`src/design/tsp_pkg.sv`:
```
// ============================================================================
// tsp_pkg: shared types and constants of the subtitle timestamp parser
// Holds the field widths, character codes, error codes, the parse phases and
// the finish record that the parser hands to the arithmetic stages.
// ============================================================================
package tsp_pkg;

    // Longest hours field that is accepted; one more digit is a range error.
    localparam int MAX_HOUR_DIGITS = 6;

    localparam int CHAR_W   = 16;
    localparam int HOURS_W  = $clog2(10 ** MAX_HOUR_DIGITS);
    localparam int DCNT_W   = 4;
    localparam int FIELD_W  = 7;
    localparam int MS_W     = 10;
    localparam int USED_W   = 6;
    localparam int MILLIS_W = 42;
    localparam int ERR_W    = 3;

    // Product widths: 3600000 < 2**22, 60000 < 2**16, 1000 < 2**10.
    localparam int HOUR_PROD_W = HOURS_W + 22;
    localparam int MIN_PROD_W  = FIELD_W + 16;
    localparam int SEC_PROD_W  = FIELD_W + 10;
    localparam int SUM_W = (HOUR_PROD_W + 1 > MILLIS_W + 1) ? HOUR_PROD_W + 1 : MILLIS_W + 1;

    localparam logic [21:0]        MS_PER_HOUR = 22'd3600000;
    localparam logic [15:0]        MS_PER_MIN  = 16'd60000;
    localparam logic [9:0]         MS_PER_SEC  = 10'd1000;
    localparam logic [FIELD_W-1:0] MAX_MINSEC  = 7'd59;

    localparam logic [CHAR_W-1:0] CH_ZERO  = 16'h0030;
    localparam logic [CHAR_W-1:0] CH_NINE  = 16'h0039;
    localparam logic [CHAR_W-1:0] CH_COLON = 16'h003A;
    localparam logic [CHAR_W-1:0] CH_DOT   = 16'h002E;
    localparam logic [CHAR_W-1:0] CH_COMMA = 16'h002C;

    typedef enum logic [ERR_W-1:0] {
        ERR_OK        = 3'd0,
        ERR_NO_DIGIT  = 3'd1,
        ERR_NO_COLON  = 3'd2,
        ERR_BAD_FIELD = 3'd3,
        ERR_NO_SEP    = 3'd4,
        ERR_BAD_MS    = 3'd5,
        ERR_RANGE     = 3'd6
    } t_err;

    typedef enum logic [4:0] {
        PH_IDLE   = 5'b00001,
        PH_FIRST  = 5'b00010,
        PH_SECOND = 5'b00100,
        PH_THIRD  = 5'b01000,
        PH_MILLI  = 5'b10000
    } t_phase;

    // Everything the arithmetic stages need about one finished timestamp.
    typedef struct packed {
        t_err                code;
        logic [USED_W-1:0]   used;
        logic [HOURS_W-1:0]  hours;
        logic [FIELD_W-1:0]  minutes;
        logic [FIELD_W-1:0]  seconds;
        logic [MS_W-1:0]     millis;
    } t_fin;

endpackage

```
`src/design/tsp_ifs.sv`:
```
// ============================================================================
// tsp_ifs: stream interfaces of the subtitle timestamp parser
// One interface for the character stream and one for the parse results,
// each with a valid/ready handshake and its payload fields.
// ============================================================================
interface tsp_in_if;
    import tsp_pkg::*;

    logic              valid;
    logic              ready;
    logic [CHAR_W-1:0] char_code;
    logic              is_end;

    modport source (output valid, output char_code, output is_end, input ready);
    modport sink   (input valid, input char_code, input is_end, output ready);
endinterface

interface tsp_out_if;
    import tsp_pkg::*;

    logic                valid;
    logic                ready;
    logic [MILLIS_W-1:0] millis;
    logic [ERR_W-1:0]    error_code;
    logic [USED_W-1:0]   chars_used;

    modport source (output valid, output millis, output error_code, output chars_used,
                    input ready);
    modport sink   (input valid, input millis, input error_code, input chars_used,
                    output ready);
endinterface

```
`src/design/tsp_parse.sv`:
```
// ============================================================================
// tsp_parse: character-level parser
// Keeps the phase, digit count and field values, and registers a finish
// record on the item that ends the timestamp or shows an error.
// ============================================================================
module tsp_parse (
    input  logic         i_clk,
    input  logic         i_rst_n,
    tsp_in_if.sink       i_in,
    output logic         o_fin_valid,
    input  logic         i_fin_ready,
    output tsp_pkg::t_fin o_fin
);
    import tsp_pkg::*;

    t_phase              r_phase, n_phase;
    logic [DCNT_W-1:0]   r_dcnt, n_dcnt;
    logic [HOURS_W-1:0]  r_hours, n_hours;
    logic [FIELD_W-1:0]  r_minutes, n_minutes;
    logic [FIELD_W-1:0]  r_seconds, n_seconds;
    logic [MS_W-1:0]     r_millis, n_millis;
    logic                r_hmode, n_hmode;
    logic [USED_W-1:0]   r_used, n_used;

    logic                r_fin_valid;
    t_fin                r_fin;

    logic                accept;
    logic                is_num, is_colon, is_sep;
    logic [3:0]          digit;
    logic [USED_W-1:0]   used_inc;
    logic                fin_fire;
    t_err                fin_code;

    assign i_in.ready  = !r_fin_valid || i_fin_ready;
    assign accept      = i_in.valid && i_in.ready;
    assign o_fin_valid = r_fin_valid;
    assign o_fin       = r_fin;

    assign is_num   = !i_in.is_end && (i_in.char_code >= CH_ZERO)
                      && (i_in.char_code <= CH_NINE);
    assign is_colon = !i_in.is_end && (i_in.char_code == CH_COLON);
    assign is_sep   = !i_in.is_end && ((i_in.char_code == CH_DOT)
                      || (i_in.char_code == CH_COMMA));
    // The low nibble of '0'..'9' is the digit value.
    assign digit    = i_in.char_code[3:0];
    assign used_inc = (r_used == '1) ? r_used : r_used + USED_W'(1);

    always_comb begin
        n_phase   = r_phase;
        n_dcnt    = r_dcnt;
        n_hours   = r_hours;
        n_minutes = r_minutes;
        n_seconds = r_seconds;
        n_millis  = r_millis;
        n_hmode   = r_hmode;
        n_used    = r_used;
        fin_fire  = 1'b0;
        fin_code  = ERR_OK;

        case (r_phase)
            PH_IDLE: begin
                if (!is_num) begin
                    fin_fire = 1'b1;
                    fin_code = ERR_NO_DIGIT;
                end else begin
                    n_hours = HOURS_W'(digit);
                    n_dcnt  = DCNT_W'(1);
                    n_used  = USED_W'(1);
                    n_phase = PH_FIRST;
                end
            end
            PH_FIRST: begin
                if (is_num) begin
                    if (r_dcnt >= DCNT_W'(MAX_HOUR_DIGITS)) begin
                        fin_fire = 1'b1;
                        fin_code = ERR_RANGE;
                    end else begin
                        n_hours = r_hours * HOURS_W'(10) + HOURS_W'(digit);
                        n_dcnt  = r_dcnt + DCNT_W'(1);
                        n_used  = used_inc;
                    end
                end else if (!is_colon) begin
                    fin_fire = 1'b1;
                    fin_code = ERR_NO_COLON;
                end else begin
                    n_hmode = (r_dcnt != DCNT_W'(2)) || (r_hours > HOURS_W'(MAX_MINSEC));
                    n_dcnt  = '0;
                    n_used  = used_inc;
                    n_phase = PH_SECOND;
                end
            end
            PH_SECOND: begin
                if (is_num) begin
                    if (r_dcnt >= DCNT_W'(2)) begin
                        fin_fire = 1'b1;
                        fin_code = ERR_BAD_FIELD;
                    end else begin
                        n_minutes = r_minutes * FIELD_W'(10) + FIELD_W'(digit);
                        n_dcnt    = r_dcnt + DCNT_W'(1);
                        n_used    = used_inc;
                    end
                end else if (r_dcnt != DCNT_W'(2)) begin
                    fin_fire = 1'b1;
                    fin_code = ERR_BAD_FIELD;
                end else if (is_colon) begin
                    n_hmode = 1'b1;
                    n_dcnt  = '0;
                    n_used  = used_inc;
                    n_phase = PH_THIRD;
                end else if (r_hmode) begin
                    fin_fire = 1'b1;
                    fin_code = ERR_NO_COLON;
                end else if (!is_sep) begin
                    fin_fire = 1'b1;
                    fin_code = ERR_NO_SEP;
                end else begin
                    // Only two fields: they were minutes and seconds.
                    n_seconds = r_minutes;
                    n_minutes = r_hours[FIELD_W-1:0];
                    n_hours   = '0;
                    n_dcnt    = '0;
                    n_used    = used_inc;
                    n_phase   = PH_MILLI;
                end
            end
            PH_THIRD: begin
                if (is_num) begin
                    if (r_dcnt >= DCNT_W'(2)) begin
                        fin_fire = 1'b1;
                        fin_code = ERR_BAD_FIELD;
                    end else begin
                        n_seconds = r_seconds * FIELD_W'(10) + FIELD_W'(digit);
                        n_dcnt    = r_dcnt + DCNT_W'(1);
                        n_used    = used_inc;
                    end
                end else if (r_dcnt != DCNT_W'(2)) begin
                    fin_fire = 1'b1;
                    fin_code = ERR_BAD_FIELD;
                end else if (!is_sep) begin
                    fin_fire = 1'b1;
                    fin_code = ERR_NO_SEP;
                end else begin
                    n_dcnt  = '0;
                    n_used  = used_inc;
                    n_phase = PH_MILLI;
                end
            end
            PH_MILLI: begin
                if (is_num) begin
                    if (r_dcnt >= DCNT_W'(3)) begin
                        fin_fire = 1'b1;
                        fin_code = ERR_BAD_MS;
                    end else begin
                        n_millis = r_millis * MS_W'(10) + MS_W'(digit);
                        n_dcnt   = r_dcnt + DCNT_W'(1);
                        n_used   = used_inc;
                    end
                end else if (r_dcnt != DCNT_W'(3)) begin
                    fin_fire = 1'b1;
                    fin_code = ERR_BAD_MS;
                end else begin
                    // Range and total checks happen in the arithmetic stages.
                    fin_fire = 1'b1;
                    fin_code = ERR_OK;
                end
            end
            default: begin
                n_phase = PH_IDLE;
                n_dcnt  = '0;
                n_hours = '0;
                n_used  = '0;
            end
        endcase

        // Any finish returns the parser to idle with cleared state.
        if (fin_fire) begin
            n_phase   = PH_IDLE;
            n_dcnt    = '0;
            n_hours   = '0;
            n_minutes = '0;
            n_seconds = '0;
            n_millis  = '0;
            n_hmode   = 1'b0;
            n_used    = '0;
        end
    end

    always_ff @(posedge i_clk) begin
        if (!i_rst_n) begin
            r_phase   <= PH_IDLE;
            r_dcnt    <= '0;
            r_hours   <= '0;
            r_minutes <= '0;
            r_seconds <= '0;
            r_millis  <= '0;
            r_hmode   <= 1'b0;
            r_used    <= '0;
        end else if (accept) begin
            r_phase   <= n_phase;
            r_dcnt    <= n_dcnt;
            r_hours   <= n_hours;
            r_minutes <= n_minutes;
            r_seconds <= n_seconds;
            r_millis  <= n_millis;
            r_hmode   <= n_hmode;
            r_used    <= n_used;
        end
    end

    always_ff @(posedge i_clk) begin
        if (!i_rst_n) begin
            r_fin_valid <= 1'b0;
        end else if (accept && fin_fire) begin
            r_fin_valid <= 1'b1;
        end else if (i_fin_ready) begin
            r_fin_valid <= 1'b0;
        end
    end

    always_ff @(posedge i_clk) begin
        if (accept && fin_fire) begin
            r_fin.code    <= fin_code;
            r_fin.used    <= r_used;
            r_fin.hours   <= r_hours;
            r_fin.minutes <= r_minutes;
            r_fin.seconds <= r_seconds;
            r_fin.millis  <= r_millis;
        end
    end

    a_idle_clear: assert property (@(posedge i_clk) disable iff (!i_rst_n)
        (r_phase == PH_IDLE) |-> (r_used == '0 && r_dcnt == '0 && r_hours == '0))
        else $error("parser idle with leftover state");

    a_no_digit_unused: assert property (@(posedge i_clk) disable iff (!i_rst_n)
        (r_fin_valid && r_fin.code == ERR_NO_DIGIT) |-> (r_fin.used == '0))
        else $error("missing leading digit reported with characters used");

    a_field_digits: assert property (@(posedge i_clk) disable iff (!i_rst_n)
        (r_phase == PH_SECOND || r_phase == PH_THIRD) |-> (r_dcnt <= DCNT_W'(2)))
        else $error("two-digit field holds more than two digits");

    a_ok_fin_from_milli: assert property (@(posedge i_clk) disable iff (!i_rst_n)
        (accept && fin_fire && fin_code == ERR_OK) |-> (r_phase == PH_MILLI))
        else $error("successful finish outside the milliseconds field");

endmodule

```
`src/design/tsp_calc.sv`:
```
// ============================================================================
// tsp_calc: millisecond arithmetic and result register
// Stage one checks minutes and seconds and forms the three scaled products;
// stage two adds them, checks the 42-bit range and holds the result item.
// ============================================================================
module tsp_calc (
    input  logic          i_clk,
    input  logic          i_rst_n,
    input  logic          i_fin_valid,
    output logic          o_fin_ready,
    input  tsp_pkg::t_fin i_fin,
    tsp_out_if.source     o_out
);
    import tsp_pkg::*;

    logic                   r_a_valid;
    t_err                   r_a_code;
    logic [USED_W-1:0]      r_a_used;
    logic [HOUR_PROD_W-1:0] r_a_hp;
    logic [MIN_PROD_W-1:0]  r_a_mp;
    logic [SEC_PROD_W-1:0]  r_a_sp;
    logic [MS_W-1:0]        r_a_ms;

    logic                   r_o_valid;
    t_err                   r_o_code;
    logic [MILLIS_W-1:0]    r_o_millis;
    logic [USED_W-1:0]      r_o_used;

    logic                   ready_o, ready_a;
    logic                   range_bad;
    t_err                   n_a_code, n_o_code;
    logic [SUM_W-1:0]       total;
    logic                   total_ovf;

    assign ready_o     = !r_o_valid || o_out.ready;
    assign ready_a     = !r_a_valid || ready_o;
    assign o_fin_ready = ready_a;

    assign range_bad = (i_fin.minutes > MAX_MINSEC) || (i_fin.seconds > MAX_MINSEC);
    assign n_a_code  = (i_fin.code == ERR_OK && range_bad) ? ERR_RANGE : i_fin.code;

    assign total = SUM_W'(r_a_hp) + SUM_W'(r_a_mp) + SUM_W'(r_a_sp) + SUM_W'(r_a_ms);
    assign total_ovf = (total[SUM_W-1:MILLIS_W] != '0);
    assign n_o_code  = (r_a_code == ERR_OK && total_ovf) ? ERR_RANGE : r_a_code;

    always_ff @(posedge i_clk) begin
        if (!i_rst_n) begin
            r_a_valid <= 1'b0;
        end else if (ready_a) begin
            r_a_valid <= i_fin_valid;
        end
    end

    always_ff @(posedge i_clk) begin
        if (ready_a && i_fin_valid) begin
            r_a_code <= n_a_code;
            r_a_used <= i_fin.used;
            r_a_hp   <= HOUR_PROD_W'(i_fin.hours) * HOUR_PROD_W'(MS_PER_HOUR);
            r_a_mp   <= MIN_PROD_W'(i_fin.minutes) * MIN_PROD_W'(MS_PER_MIN);
            r_a_sp   <= SEC_PROD_W'(i_fin.seconds) * SEC_PROD_W'(MS_PER_SEC);
            r_a_ms   <= i_fin.millis;
        end
    end

    always_ff @(posedge i_clk) begin
        if (!i_rst_n) begin
            r_o_valid <= 1'b0;
        end else if (ready_o) begin
            r_o_valid <= r_a_valid;
        end
    end

    always_ff @(posedge i_clk) begin
        if (ready_o && r_a_valid) begin
            r_o_code   <= n_o_code;
            r_o_used   <= r_a_used;
            r_o_millis <= (n_o_code == ERR_OK) ? total[MILLIS_W-1:0] : '0;
        end
    end

    assign o_out.valid      = r_o_valid;
    assign o_out.millis     = r_o_millis;
    assign o_out.error_code = ERR_W'(r_o_code);
    assign o_out.chars_used = r_o_used;

    a_err_zero: assert property (@(posedge i_clk) disable iff (!i_rst_n)
        (r_o_valid && r_o_code != ERR_OK) |-> (r_o_millis == '0))
        else $error("error result carries nonzero milliseconds");

    a_ok_minutes_range: assert property (@(posedge i_clk) disable iff (!i_rst_n)
        (r_a_valid && r_a_code == ERR_OK)
        |-> (r_a_mp <= MIN_PROD_W'(59 * 60000) && r_a_sp <= SEC_PROD_W'(59 * 1000)))
        else $error("minutes or seconds out of range passed as valid");

    a_stage_flow: assert property (@(posedge i_clk) disable iff (!i_rst_n)
        (r_a_valid && ready_o) |=> r_o_valid)
        else $error("stage one item lost on its way to the result register");

endmodule

```
`src/design/subtitle_timestamp_parser_core.sv`:
```
// ============================================================================
// subtitle_timestamp_parser_core: streaming subtitle timestamp parser
// Parses H..:MM:SS.mmm or MM:SS.mmm from one character per item and emits the
// time in milliseconds, an error code and the count of characters used.
// ============================================================================
// Throughput: one character item per cycle unless stalled; the parser state
//   updates when it accepts an item, so consecutive items need no gap.
// Path: the result of the ending item goes through the finish register, the
//   product register and the result register, each of which can stall.
// Reset: i_rst_n is synchronous, active low; it returns the parser to idle
//   with all field values cleared and empties every pipeline stage.
module subtitle_timestamp_parser_core (
    input  logic      i_clk,
    input  logic      i_rst_n,
    tsp_in_if.sink    i_in,
    tsp_out_if.source o_out
);
    import tsp_pkg::*;

    // Finish record from the parser to the arithmetic stages. The parser only
    // stalls the character stream when its finish register is full and the
    // next stage cannot take it.
    logic fin_valid;
    logic fin_ready;
    t_fin fin;

    // The parser walks the fields digit by digit; hours, minutes, seconds and
    // milliseconds are accumulated with a multiply-by-ten per digit.
    tsp_parse u_parse (
        .i_clk       (i_clk),
        .i_rst_n     (i_rst_n),
        .i_in        (i_in),
        .o_fin_valid (fin_valid),
        .i_fin_ready (fin_ready),
        .o_fin       (fin)
    );

    // The arithmetic scales each field to milliseconds in one stage and sums
    // them in the next, where the result also checks the 42-bit range.
    tsp_calc u_calc (
        .i_clk       (i_clk),
        .i_rst_n     (i_rst_n),
        .i_fin_valid (fin_valid),
        .o_fin_ready (fin_ready),
        .i_fin       (fin),
        .o_out       (o_out)
    );

endmodule
```
`src/flat_wrapper.sv`:
```
// flat-port wrapper written by rule: the top's interface ports become plain ports
module subtitle_timestamp_parser_core_flat import tsp_pkg::*;
  (i_clk, i_rst_n, i_in_valid, i_in_char_code, i_in_is_end, i_in_ready, o_out_valid, o_out_millis, o_out_error_code, o_out_chars_used, o_out_ready);
  tsp_in_if i_in_i ();
  tsp_out_if o_out_i ();
  input  logic i_clk;
  input  logic i_rst_n;
  input wire logic [$bits(i_in_i.valid)-1:0] i_in_valid;
  input wire logic [$bits(i_in_i.char_code)-1:0] i_in_char_code;
  input wire logic [$bits(i_in_i.is_end)-1:0] i_in_is_end;
  output wire logic [$bits(i_in_i.ready)-1:0] i_in_ready;
  output wire logic [$bits(o_out_i.valid)-1:0] o_out_valid;
  output wire logic [$bits(o_out_i.millis)-1:0] o_out_millis;
  output wire logic [$bits(o_out_i.error_code)-1:0] o_out_error_code;
  output wire logic [$bits(o_out_i.chars_used)-1:0] o_out_chars_used;
  input wire logic [$bits(o_out_i.ready)-1:0] o_out_ready;
  assign i_in_i.valid = i_in_valid;
  assign i_in_i.char_code = i_in_char_code;
  assign i_in_i.is_end = i_in_is_end;
  assign i_in_ready = i_in_i.ready;
  assign o_out_valid = o_out_i.valid;
  assign o_out_millis = o_out_i.millis;
  assign o_out_error_code = o_out_i.error_code;
  assign o_out_chars_used = o_out_i.chars_used;
  assign o_out_i.ready = o_out_ready;
  subtitle_timestamp_parser_core u_core (.i_clk(i_clk), .i_rst_n(i_rst_n), .i_in(i_in_i), .o_out(o_out_i));
endmodule
```
`config.mk`:
```
export PLATFORM = sky130hd
export DESIGN_NAME = subtitle_timestamp_parser_core_flat
export DESIGN_NICKNAME = d
export VERILOG_FILES = /design/src/design/tsp_pkg.sv /design/src/design/tsp_ifs.sv /design/src/design/tsp_parse.sv /design/src/design/tsp_calc.sv /design/src/design/subtitle_timestamp_parser_core.sv /design/src/flat_wrapper.sv
export SDC_FILE = /design/constraint.sdc
export NUM_CORES = 1
export LEC_CHECK = 0
export BUFFER_PORTS_ARGS = -buffer_cell sky130_fd_sc_hd__buf_2
export CORE_MARGIN = 1
export CORE_UTILIZATION = 40
export DETAILED_ROUTE_END_ITERATION = 10
export PLACE_DENSITY = 0.67
export SLEW_MARGIN = 20
export SYNTH_ARGS = -nofsm -noshare
export SYNTH_HDL_FRONTEND = slang
export SYNTH_SLANG_ARGS = --single-unit
export TNS_END_PERCENT = 5
```
`constraint.sdc`:
```
create_clock -name i_clk -period 9.2 [get_ports i_clk]
set_clock_uncertainty 0.2 [all_clocks]
set_input_delay 1.38 -clock i_clk [delete_from_list [all_inputs] [get_ports i_clk]]
set_output_delay 1.38 -clock i_clk [all_outputs]
set_load 0.02 [all_outputs]
```
==> flow_summary.json, run 1 <==
{
  "nets": 2744,
  "yosysSeqAreaShare_pct": 31.1,
  "slew_headroom_pct": 25.3,
  "clockBufferDepth": 3,
  "post_cts_buffers": 0,
  "seq_area_um2": 6970,
  "ir_drop_uv": 222,
  "powerDensity_nw_per_um2": 239,
  "num_vias": 15100,
  "grt_max_degree": 68,
  "coreArea_um2": 55200,
  "gp_congestion": 0.921,
  "drtIter0Drc": 881,
  "hold_class": "flip-flop to flip-flop",
  "layout-drive-gt1-share_pct": 7.38,
  "dr.pass1.iters": 8,
  "syn_nets": 2665,
  "crit_path_end_kind": "flip-flop",
  "status": "completed",
  "start_util_pct": 40.5,
  "fin_area_um2": 24800,
  "clk_pin_slew_ps": 60,
  "vias_per_cell": 5.11,
  "filler_cell_count": 5148,
  "wirelength_mm": 48.5,
  "die_w_um": 239,
  "yosysTopAreaCellShare_pct": 25.5,
  "area_growth_pct": 10.6,
  "setup_viol": 0,
  "crit_fanout": 7,
  "htreeDepth": 1,
  "syn_avg_cell_area_um2": 10.6,
  "numPortBuffers": 73,
  "final_common_cell": "ha_1",
  "ys_top_cells_by_area": "edfxtp_1, ha_1, fa_1",
  "yosys.cell_types.count": 72,
  "synth_area_um2": 22400,
  "grt_pass1_vias": 15300,
  "drc": 0,
  "required_ps": 9300,
  "syn_inst": 2105,
  "cts_root_buf": "clkbuf_16",
  "grt_overflow": 0,
  "layout_common_cells": "ha_1, inv_1, fa_1, edfxtp_1, nor2_1",
  "setup_tns_ps": 0,
  "maxCapViolCount": 0,
  "drv_slew": 0,
  "reg2reg_depth": 23,
  "finalCriticalPeriod_ps": 7220,
  "rsz0062_at_grt": "false",
  "hold_path_depth": 0,
  "antenna_found_initial": 0,
  "cts_hold_buffers": 0,
  "worstSetupPathType": "flip-flop to flip-flop",
  "crit_arrival_ps": 7320,
  "synth_ff_type": "edfxtp_1",
  "hold_viol": 0,
  "placed_cell_area_um2": 23600,
  "async_flop_share_pct": 0,
  "grt_pass1_wl_mm": 78.5,
  "antennaDiodeCount": 0,
  "worstMarginPinSlew_ps": 1110,
  "ys.warnings.count": 0,
  "synth_edf_count": 190,
  "crit_path_start_kind": "flip-flop",
  "io_pins": 74,
  "multiInputGateArea_um2": 14100,
  "hpwl_mm": 38.9,
  "fin_crit_sh_pct": 78.4,
  "cts_resized": 0,
  "cts_tree": "done",
  "routedWlPerCell_um": 16.4,
  "ys_ff_latch": 253,
  "ant_nets": 0,
  "chipHeight_um": 239,
  "grtUsageTotal_pct": 17.2,
  "max_freq_mhz": 139,
  "dieArea_um2": 56900,
  "p_leak_nw": 11.3,
  "cts-buffers-inserted": 31,
  "fp-row-count": 86,
  "cts.sinks": 253,
  "clk_latency_ps": 600,
  "synth_top_cell_by_area": "edfxtp_1"
}
[Yosys cell counts (13+ instances only)]
| cell type | number |
|---|---|
| o21bai_1 | 15 |
| a21oi_1 | 114 |
| dfxtp_1 | 63 |
| inv_1 | 312 |
| and3_1 | 16 |
| xnor2_1 | 100 |
| a21o_1 | 51 |
| o21ai_0 | 58 |
| nor2b_1 | 16 |
| nor2_1 | 143 |
| xor2_1 | 51 |
| ha_1 | 338 |
| edfxtp_1 | 190 |
| and2_1 | 16 |
| a22oi_1 | 19 |
| a31oi_1 | 13 |
| nor3_1 | 41 |
| fa_1 | 201 |
| nand3_1 | 55 |
| nand2_1 | 103 |
| clkbuf_1 | 29 |
[area by class of cell]
type | count | share of cell area [%]
Tap cell | 748 | 3.78
Clock inverter | 22 | 1.12
Clock buffer | 36 | 3.50
Timing Repair Buffer | 85 | 1.84
Sequential cell | 253 | 28.1
Multi-Input combinational cell | 1500 | 56.9
Inverter | 313 | 4.75
[metrics by stage]
stage                     utilization, %  total power [mW]  hold WS, ps  setup slack [ps]  cells
final                               44.8              5.91          215              1980   2957
after global routing                44.8              6.46          218              1380   2957
after global placement              42.8              4.54          204              2040   2899
after CTS                           44.8              5.99          197              1920   2957
after floorplan                        -              3.98          200               636   2105
after detailed placement            42.8              4.60          205              1950   2899
[per-layer routing]
layer,GRT usage [%],vias to the layer above,part of all wire (%)
met1,23.5,7335,47
li1,-,7399,-
met2,28.8,299,47
met5,0,-,0
met4,4.33,0,2.2
met3,2.30,66,4.3
[sequential cells by signal, summed over array words and instances, names as in the netlist, 3 cells and up]
signal and cells:
u_core.u_calc.o_out.chars_used 6, u_core.u_parse.r_dcnt 4, u_core.u_parse.r_hours 20, u_core.u_parse.r_millis 10, u_core.u_calc.o_out.error_code 3, u_core.u_calc.r_a_code 3, u_core.u_parse.r_minutes 7, u_core.u_parse.r_phase 5
u_core.u_calc.r_a_hp 35, u_core.u_parse.r_used 6, u_core.u_parse.o_fin 53, u_core.u_calc.r_a_sp 14, u_core.u_calc.r_a_mp 18, u_core.u_parse.r_seconds 7, u_core.u_calc.o_out.millis 42, u_core.u_calc.r_a_used 6
u_core.u_calc.r_a_ms 10
[path summary, 6_finish.rpt]
kind | end | from | slack, ps
worst min-delay path | u_core.u_calc.o_out.chars_used[2] | u_core.u_calc.r_a_used[2] | 220
worst max register to register | u_core.u_calc.r_a_hp[38] | u_core.u_parse.o_fin[31] | 1980
worst max-delay path | u_core.u_calc.r_a_hp[38] | u_core.u_parse.o_fin[31] | 1980
worst min register to register | u_core.u_calc.o_out.chars_used[2] | u_core.u_calc.r_a_used[2] | 220
[worst max-delay path: stages (launching register included)]
cell and delay, ps:
edfxtp_1 540, ha_1 420, inv_1 80, fa_1 530
inv_1 70, fa_1 500, inv_1 50, fa_1 470
inv_1 60, fa_1 520, inv_1 50, fa_1 520
inv_1 40, ha_1 380, and3_1 220, a221o_1 330
a2111oi_0 430, o21bai_1 140, a21oi_1 410, o21ai_0 240
a311oi_1 280, nor2b_1 110, o21ai_0 220, o311ai_0 130
[power by group]
part	switching (mW)	total [mW]	internal, mW
Sequential	0.0707	1.53	1.46
Combinational	1.70	3.05	1.34
Clock	0.531	1.33	0.801
[cell families after synthesis]
family / Yosys count / synth area share [%]
adders and majority gates: 539 / 36.9
buffers and inverters: 352 / 6.04
and+or+nand+nor: 463 / 10.0
AOI/OAI and AO/OA: 340 / 9.72
xor gates and xnor gates: 151 / 5.91
muxes: 7 / 0.324
DFF: 253 / 31.1
Note: power is estimated with default switching activity, not from simulation.
==> run 2: changes to the inputs <==
ABC_AREA = 1   (was not set)
clock period = 6.8 ns   (was 9.2 ns; I/O delays follow)
==> run 2 against run 1 <==
  * Routed wire length rose by 10%
  * Highest routed layer is now met5
  * First-iteration DRC count decreased by 1.9%
  * Die area grew 4.6%
  * Non-clock buffer count shrank 7
==> flow_summary.json, run 2 <==
{
  "drtIter0Drc": 864,
  "syn_avg_cell_area_um2": 9.36,
  "crit_path_start_kind": "flip-flop",
  "finalCriticalPeriod_ps": 6000,
  "gp_congestion": 0.924,
  "crit_arrival_ps": 6110,
  "clk_pin_slew_ps": 60,
  "r2r_end": "u_core.u_calc.r_a_hp[28]",
  "yosysTopAreaCellShare_pct": 24.4,
  "grt_pass1_wl_mm": 87.2,
  "maxCapViolCount": 0,
  "num_vias": 16900,
  "layout-drive-gt1-share_pct": 7.35,
  "synth_mux_area_share_pct": 0.0427,
  "area_growth_pct": 9.49,
  "synth_area_um2": 23400,
  "largest_reg_flops": 53,
  "hold_viol": 0,
  "synth_top_family_by_area": "adder cells",
  "drc": 0,
  "antenna_found_initial": 2,
  "min_from": "u_core.u_calc.r_a_used[4]",
  "routedWlPerCell_um": 15.8,
  "ys_top_cells_by_count": "inv_1, nand2_1, ha_1",
  "ys.warnings.count": 0,
  "syn_nets": 3061,
  "synth-adder-area-share_pct": 35.2,
  "io_pins": 74,
  "grt_overflow": 0,
  "setup_viol": 0,
  "antennaDiodeCount": 0,
  "post_cts_buffers": 0,
  "status": "completed",
  "dieArea_um2": 59500,
  "hold_class": "flip-flop to flip-flop",
  "vias_per_cell": 5.01,
  "wirelength_mm": 53.4,
  "dr.pass1.iters": 7,
  "synth_compound_area_share_pct": 7.88,
  "yosysSeqAreaShare_pct": 29.7,
  "cts-buffers-inserted": 30,
  "worstMarginPinSlew_ps": 934,
  "hold_path_depth": 0,
  "synth_top_cell_by_area": "edfxtp_1",
  "htreeDepth": 1,
  "hold_end": "u_core.u_calc.o_out.chars_used[4]",
  "fp-row-count": 88,
  "worstSetupPathType": "flip-flop to flip-flop",
  "hpwl_mm": 44.1,
  "rr_startpoint": "u_core.u_parse.o_fin[31]",
  "fin_crit_sh_pct": 88.3,
  "cts_hold_buffers": 0,
  "max_freq_mhz": 167,
  "r2r_slack_ps": 800,
  "cts_root_buf": "clkbuf_16",
  "ant_nets": 0,
  "setup_tns_ps": 0,
  "slew_headroom_pct": 37.7,
  "clk_latency_ps": 590,
  "rsz0062_at_grt": "false",
  "cts_tree": "done",
  "numPortBuffers": 73,
  "dp.cells": 3320,
  "clockBufferDepth": 3,
  "cts_resized": 0,
  "die_w_um": 244,
  "crit_path_end_kind": "flip-flop",
  "grt_max_degree": 62,
  "ys_ff_latch": 253,
  "nets": 3147,
  "synth_ff_type": "edfxtp_1",
  "stdcell_count": 3376,
  "coreArea_um2": 57800,
  "chipHeight_um": 244,
  "synth_edf_count": 190,
  "async_flop_share_pct": 0,
  "cts.sinks": 253,
  "final_common_cell": "inv_1",
  "syn_inst": 2501,
  "drv_slew": 0,
  "yosys.area_share.xor_xnor_pct": 4.00,
  "ys_top_cells_by_area": "edfxtp_1, ha_1, fa_1",
  "layout_common_cells": "inv_1, nand2_1, ha_1, fa_1, edfxtp_1",
  "crit_fanout": 7,
  "grtUsageTotal_pct": 18.0,
  "reg2reg_depth": 21,
  "required_ps": 6910,
  "yosys.cell_count.top_type": "inv_1",
  "filler_cell_count": 5511,
  "yosys.cell_types.count": 59,
  "grt_pass1_vias": 17200,
  "synthSimpleGateAreaFrac_pct": 14.8,
  "start_util_pct": 40.5
}
==> run 2: cell types whose count changed after synthesis, moves of 15 or more <==
cell / before / now
nand2_1: 103 / 374
inv_1: 312 / 469
nand3_1: 55 / 118
xnor2_1: 100 / 45
a21oi_1: 114 / 160
a21o_1: 51 / 11
o21ai_0: 58 / 84
clkbuf_1: 29 / 9
and2_1: 16 / 0
nor2_1: 143 / 159
nor2b_1: 16 / 0
and3_1: 16 / 1
==> run 2: critical path, cell delays in order, from the launching register on <==
cell and delay [ps]:
edfxtp_1 550, ha_1 440, inv_1 80, fa_1 570, inv_1 70, fa_1 450
ha_1 330, fa_1 540, inv_1 50, fa_1 530, inv_1 40, ha_1 360
nand2_1 90, nand2_1 60, o21bai_1 170, a21oi_1 210, nor2_1 80, nor2_1 180
o21ai_0 180, a21oi_1 250, o21ai_0 130, xor2_1 160
==> run 2: per-stage QoR <==
stage / utilization (%) / setup WS [ps] / hold WS [ps] / area [µm²]
finish: 44.4 / 796 / 220 / 25600
global route: 44.4 / 415 / 226 / 25600
CTS: 44.4 / 758 / 224 / 25600
detailed placement: 42.7 / 799 / 206 / 24700
global placement: 42.7 / 924 / 204 / 24700
floorplan: - / 1190 / 200 / 23400
==> run 2: cell type report <==
class	instances	area [µm²]	area share (%)
Multi-Input combinational cell	1743	14500	56.6
Sequential cell	253	6970	27.2
Inverter	481	1810	7.05
Tap cell	765	957	3.73
Clock buffer	33	762	2.97
Timing Repair Buffer	78	403	1.57
Clock inverter	23	221	0.864
==> run 2: how the worst max path moves through the flow <==
stage,startpoint,end,slack [ps],depth (start not counted)
after floorplan,u_core.u_parse.o_fin[33],u_core.u_calc.r_a_hp[39],1190,19
after global routing,u_core.u_parse.o_fin[31],u_core.u_calc.r_a_hp[39],420,20
after CTS,u_core.u_parse.o_fin[31],u_core.u_calc.r_a_hp[39],760,20
after detailed placement,u_core.u_parse.o_fin[31],u_core.u_calc.r_a_hp[39],800,20
final,u_core.u_parse.o_fin[31],u_core.u_calc.r_a_hp[28],800,21
after global placement,u_core.u_parse.o_fin[31],u_core.u_calc.r_a_hp[39],920,20
==> run 2: kinds of logic (layout without fill, tap and decap cells) <==
logic type / after synthesis / after routing
simple gates: 773 / 773
fa+ha+maj: 539 / 539
compound gates: 323 / 323
mux: 1 / 1
buf+inv: 505 / 615
xor+xnor: 107 / 107
flops: 253 / 253
==> run 2: per-layer routing <==
| layer | vias to the layer above | GRT usage (%) | wire (µm) |
|---|---|---|---|
| met5 | - | 0 | 18 |
| met1 | 8125 | 24.4 | 25100 |
| li1 | 8393 | - | - |
| met3 | 77 | 2.01 | 1730 |
| met4 | 4 | 3.60 | 939 |
| met2 | 308 | 31.2 | 25600 |
Power of run 2 is left out: the tool's default activity adds up to more than one toggle a clock period on the data nets, which glitch-free logic cannot reach.
